### config.mk
export PLATFORM = sky130hd
export DESIGN_NAME = tun_div_cell
export DESIGN_NICKNAME = d
export VERILOG_FILES = /design/src/hw/rtl/tun_pkg.sv /design/src/hw/rtl/tun_div_cell.sv
export SDC_FILE = /design/constraint.sdc
export NUM_CORES = 1
export LEC_CHECK = 0
export BUFFER_PORTS_ARGS = -buffer_cell sky130_fd_sc_hd__buf_4
export CELL_PAD_IN_SITES_DETAIL_PLACEMENT = 1
export CELL_PAD_IN_SITES_GLOBAL_PLACEMENT = 1
export CORE_MARGIN = 4
export CORE_UTILIZATION = 43
export DETAILED_ROUTE_END_ITERATION = 16
export PLACE_DENSITY_LB_ADDON = 0.1
export SYNTH_ARGS = -nofsm -noshare
export SYNTH_HDL_FRONTEND = slang
export SYNTH_SLANG_ARGS = --single-unit
### constraint.sdc
create_clock -name clk_i -period 11.93 [get_ports clk_i]
set_input_delay 1.7895 -clock clk_i [delete_from_list [all_inputs] [get_ports clk_i]]
set_output_delay 1.7895 -clock clk_i [all_outputs]
set_load 0.01 [all_outputs]
### src/hw/rtl/tun_pkg.sv
// ----------------------------------------------------------------------------
// Triangle unit normal package
// Widths, item types and stage payloads shared by the normal unit.
// ----------------------------------------------------------------------------
`timescale 1ns / 1ps
`default_nettype none

package tun_pkg;

  // Input coordinates and derived widths of the exact cross product.
  localparam int COORD_BITS   = 16;
  localparam int DIFF_W       = COORD_BITS + 1;
  localparam int PROD_W       = 2 * DIFF_W;
  localparam int CROSS_W      = PROD_W + 1;
  localparam int MAG_W        = PROD_W;
  localparam int SH_W         = $clog2(MAG_W);
  localparam int FRONT_STAGES = 7;

  // The largest normalised magnitude, unless all are zero, sits in [2^(NORM_W-1), 2^NORM_W).
  localparam int NORM_W   = 30;
  localparam int NORM_TOP = NORM_W - 1;
  localparam int SQ_W     = 2 * NORM_W;
  localparam int SUM_W    = SQ_W + 2;
  localparam int SQ_STEPS = SUM_W / 2;
  localparam int ROOT_W   = NORM_W + 1;

  // Output format and the quotient of the final division.
  localparam int NFRAC = 14;
  localparam int QUO_W = NFRAC + 1;
  localparam int DIV_W = ROOT_W + 1;
  localparam int REM_W = NORM_W + QUO_W + 1;
  localparam int OUT_W = 16;

  typedef struct packed {
    logic signed [COORD_BITS-1:0] vertex_x;
    logic signed [COORD_BITS-1:0] vertex_y;
    logic signed [COORD_BITS-1:0] vertex_z;
    logic signed [COORD_BITS-1:0] first_end_x;
    logic signed [COORD_BITS-1:0] first_end_y;
    logic signed [COORD_BITS-1:0] first_end_z;
    logic signed [COORD_BITS-1:0] second_end_x;
    logic signed [COORD_BITS-1:0] second_end_y;
    logic signed [COORD_BITS-1:0] second_end_z;
  } tun_in_t;

  typedef struct packed {
    logic signed [OUT_W-1:0] normal_x;
    logic signed [OUT_W-1:0] normal_y;
    logic signed [OUT_W-1:0] normal_z;
    logic                    degenerate;
  } tun_out_t;

  // Payload of the square root chain.
  typedef struct packed {
    logic [SUM_W-1:0]            rem;
    logic [SUM_W-1:0]            root;
    logic [2:0][NORM_W-1:0]      mag;
    logic [2:0]                  neg;
    logic                        degen;
  } tun_sq_t;

  // Payload of the division chain, three components side by side.
  typedef struct packed {
    logic [2:0][REM_W-1:0]       rem;
    logic [2:0][QUO_W-1:0]       quo;
    logic [DIV_W-1:0]            dvs;
    logic [2:0]                  neg;
    logic                        degen;
  } tun_dv_t;

endpackage

`default_nettype wire

### src/hw/rtl/tun_div_cell.sv
// ----------------------------------------------------------------------------
// Triangle unit normal divide cell
// One quotient bit of the three component divisions, registered.
// ----------------------------------------------------------------------------
`timescale 1ns / 1ps
`default_nettype none

module tun_div_cell import tun_pkg::*; #(
  parameter int SHIFT = 0
) (
  input  logic    clk_i,
  input  logic    rst_ni,
  input  logic    valid_i,
  input  tun_dv_t data_i,
  output logic    rdy_o,
  output logic    valid_o,
  output tun_dv_t data_o,
  input  logic    rdy_i
);

  logic             v_q;
  logic             ld;
  logic [REM_W-1:0] sub;
  tun_dv_t          d;
  tun_dv_t          q_q;

  assign ld = !v_q || rdy_i;

  always_comb begin
    sub = REM_W'(data_i.dvs) << SHIFT;
    d   = data_i;
    for (int i = 0; i < 3; i++) begin
      if (data_i.rem[i] >= sub) begin
        d.rem[i] = data_i.rem[i] - sub;
        d.quo[i] = {data_i.quo[i][QUO_W-2:0], 1'b1};
      end else begin
        d.quo[i] = {data_i.quo[i][QUO_W-2:0], 1'b0};
      end
    end
  end

  always_ff @(posedge clk_i or negedge rst_ni) begin
    if (!rst_ni) begin
      v_q <= 1'b0;
    end else if (ld) begin
      v_q <= valid_i;
    end
  end

  always_ff @(posedge clk_i) begin
    if (ld) q_q <= d;
  end

  assign rdy_o   = ld;
  assign valid_o = v_q;
  assign data_o  = q_q;

endmodule

`default_nettype wire

## Word level (Yosys, flattened, before mapping)

Cells that the tools add are included.
Widths: inputs -> output; s select.

| storage, ports and cells | value |
|---|---|
| bits in registers | 220 |
| input bits | 223 |
| output and inout port bits | 221 |
| word-level logic and storage cells | 24 |

| operators by class | value |
|---|---|
| add/subtract/negate cells | 3 |
| order comparisons | 3 |
| muxes and demuxes | 6 |
| reductions and logical operators | 2 |

Operators with widths:

| operator | count |
|---|---|
| $ge 46x32->1 | 3 |
| $mux 46 | 3 |
| $sub 46x32->46 | 3 |
| $mux 1 | 3 |
| $logic_not 1->1 | 1 |
| $logic_or 1x1->1 | 1 |

## Depth between registers and ports, before layout

| depth | value |
|---|---|
| depth after elaboration | 2 |
| mapped depth | 16 |
| depth with buffers taken out | 14 |

## Worst setup path after synthesis

No wires, ideal clock.

| path | value |
|---|---|
| kind | input port to output port |
| from | input port rdy_i |
| to | output port rdy_o |
| arrival | 7.126 ns |
| slack | 3.015 ns |
| cell stages on the path | 1 |
| path buffers | 0 |
| cells stage by stage | nand2b_1 |

| on the way | value |
|---|---|
| word-level cells in the longest chain between the ends | 1 |

RTL lines:

| what | line | RTL |
|---|---|---|
| start: declaration | tun_div_cell.sv:18 | `input logic rdy_i` |
| $logic_or 1x1->1 | tun_div_cell.sv:27 | `assign ld = !v_q \|\| rdy_i;` |
| end: declaration | tun_div_cell.sv:15 | `output logic rdy_o,` |

Every way passes these cells.

==> results.txt <==
RSZ-0062 raised after global routing: no
CTS tree: yes
WL met1: 21600 µm
PortBufs: 440
Total Power: 2520 µW
Syn nets: 1721
Static leakage: 0.00788 µW
Post-route ant nets: 0
Total GRT Usage: 27.8%
Worst vdd ir: 107 µV
DR vias: 13000
Final setup fails: 0
HPWL after detailed placement: 41900 µm
Critical Path End Type: register
CTS Buf Count: 26
Drt wl/cell: 23.2 µm
Setup bufs post-CTS: 0
H-Tree Depth: 1
Area Overhead vs Synth: 31.8%
Fmax: 194 MHz
I/O pin cnt: 444
Vias in the first global route: 13600
CP bufs+invs: 3
Max Cap Viol: 0
Root buf cell: clkbuf_16
First-pass GRT wire length: 78700 µm
Most common cell in the netlist: edfxtp_1
Clock skew: 0.0142 ns
Max-slew violations: 0
CP cell instances: buf_4, inv_1, fa_1, a211oi_2, o211ai_1, a211oi_2, o211ai_1, a31o_2, a31o_2, buf_4, o211ai_1, a2111oi_0, xor2_1
HP Class: reg -> reg
Core Box Area: 32500 µm²
WHS Path Cells: 1
Worst path depth: 13
Fin Hold WS: 0.789 ns
R2R cell count: 2
Synth top area cells: edfxtp_1 46%, ha_1 8.5%, a21oi_1 5.6%
Dpl ws: 6.19 ns
Slew headroom: 9.24%
Multi-input logic area: 7110 µm²
Initial drt markers: 797
Crit path DAT: 5.44 ns
Max FO, Critical Path: 35
Post-Syn Area: 14200 µm²
Hold Fails Final Rpt: 0
Synth top cells by count: 219 x edfxtp_1, 158 x a21oi_1, 128 x nor2_1
Setup CP Type: in -> reg
Top FF cell, synth: edfxtp_1
Post-synth EDFFs: 219
Clock tree sinks: 220
Top sig layer: met4
Grt ovf: 0
DR WL met3: 3740 µm
Metal2 WL: 26100 µm
Clk slew on worst S/H paths: 0.06 ns
Kind of cell adding the most delay to the critical path: compound AO/OA/AOI/OAI gates
Die footprint: 36000 µm²
Library cells used by synthesis: 84
Setup TNS: 0 ns
Initial core utilization: 43.6%
TritonRoute pass-1 iters: 5
Layout cells sized above 1: 27.9%
DRC Markers: 0
Dominant cell type by area after synthesis: edfxtp_1
Non-filler cells, final: 2285
Mapped Cells: 1399
Status: finished, final reports clean
Post-CTS Resized: 0
FILL cells: 3742
Final wirelength: 53100 µm
Synth Register Bits: 220
Yosys top cell area share: 46.4%
Actual slew at the worst max-slew pin: 1.35 ns
Seq/Total Area, Yosys: 46.5%
DIE HEIGHT: 190 µm
Cts hold-fix bufs: 0
Synth warn: 0
Largest net degree at the start of global routing: 76
Worst setup SP type: input pin
Worst path most repeated cell: o211ai_1
Nets: 2142
Vias/cell: 5.70
GPL Wtd Cong: 0.920
Worst skew pair latency: 0.56 ns
Core Rows: 66
Max incr delay on CP: 0.47 ns
Required time worst endpoint: 12.22 ns
PwrDens: 135 nW/µm²
Longest Clk Path Bufs: 3
Syn_area_per_cell: 10.1 µm²
Minimum clock period: 5.15 ns
Horiz. Die Dim: 190 µm
Setup ws final: 6.78 ns
DP Cell Count: 2234
Crit-path slowest cell: a2111oi_0
Share of the clock period used by the worst path: 43.2%
Register area: 6600 µm²
Asr flop ratio synth: 0.455%
Antenna violations before repair: 3
==> layout by cell type (no fill, tap or decap), types with 26 or more instances in the layout <==
master     instances
clkbuf_16         26
a21o_1            30
buf_4            446
nand2_1          121
a21oi_1          158
ha_1              96
edfxtp_1         219
inv_1             60
xor2_1            52
nand3_1           30
nor3_1            28
o21ai_0           71
nor2_1           128
xnor2_1           73
==> state kept, by name, summed over array words and instances, names as in the netlist <==
register	flops
data_o	219
valid_o	1
==> cell type report <==
type	count	share of cell area, %
Antenna cell	3	0.0402
Clock buffer	35	3.66
Clock inverter	13	0.797
Inverter	62	1.26
Multi-Input combinational cell	1064	38.1
Sequential cell	220	35.3
Tap cell	442	2.96
Timing Repair Buffer	446	17.9
==> routing by layer <==
layer	global-route usage [%]	up-vias
met4	8.43	0
met5	0	-
met2	48.8	464
met1	34.9	6410
met3	5.16	100
li1	-	6050
==> path summary, 6_finish.rpt <==
| kind | slack, ns | end | start |
|---|---|---|---|
| setup / recovery | 6.78 | data_o[207] | data_i[5] |
| hold / removal | 0.79 | data_o[208] | valid_o |
| setup reg to reg | 10.04 | data_o[83] | valid_o |
| hold reg to reg | 0.79 | data_o[208] | valid_o |
| max in group asynchronous | 10.85 | valid_o | rst_ni |
| min in group asynchronous | 1.00 | valid_o | rst_ni |
==> through the flow <==
| step | cell area, µm² | utilization, % |
|---|---|---|
| floorplan | 14200 | - |
| global placement | 17900 | 54.9 |
| detailed placement | 17900 | 54.9 |
| CTS | 18700 | 57.4 |
| global route | 18700 | 57.4 |
| finish | 18700 | 57.4 |
==> power breakdown <==
part           switching, µW  total (µW)  internal (µW)
Combinational            392         707            314
Clock                    339         805            466
Sequential              33.0        1010            975
==> kinds of logic (layout without fill, tap and decap cells) <==
family,after synthesis,after routing,synth area share [%]
compound gates,387,387,17.4
xor+xnor,125,125,7.72
fa+ha+maj,99,99,8.89
buf+inv,115,556,3.43
flops,220,220,46.5
mux,10,10,0.794
other cells,0,3,0
simple gates,443,443,15.2
No activity file was read; power rests on OpenSTA's default activity.
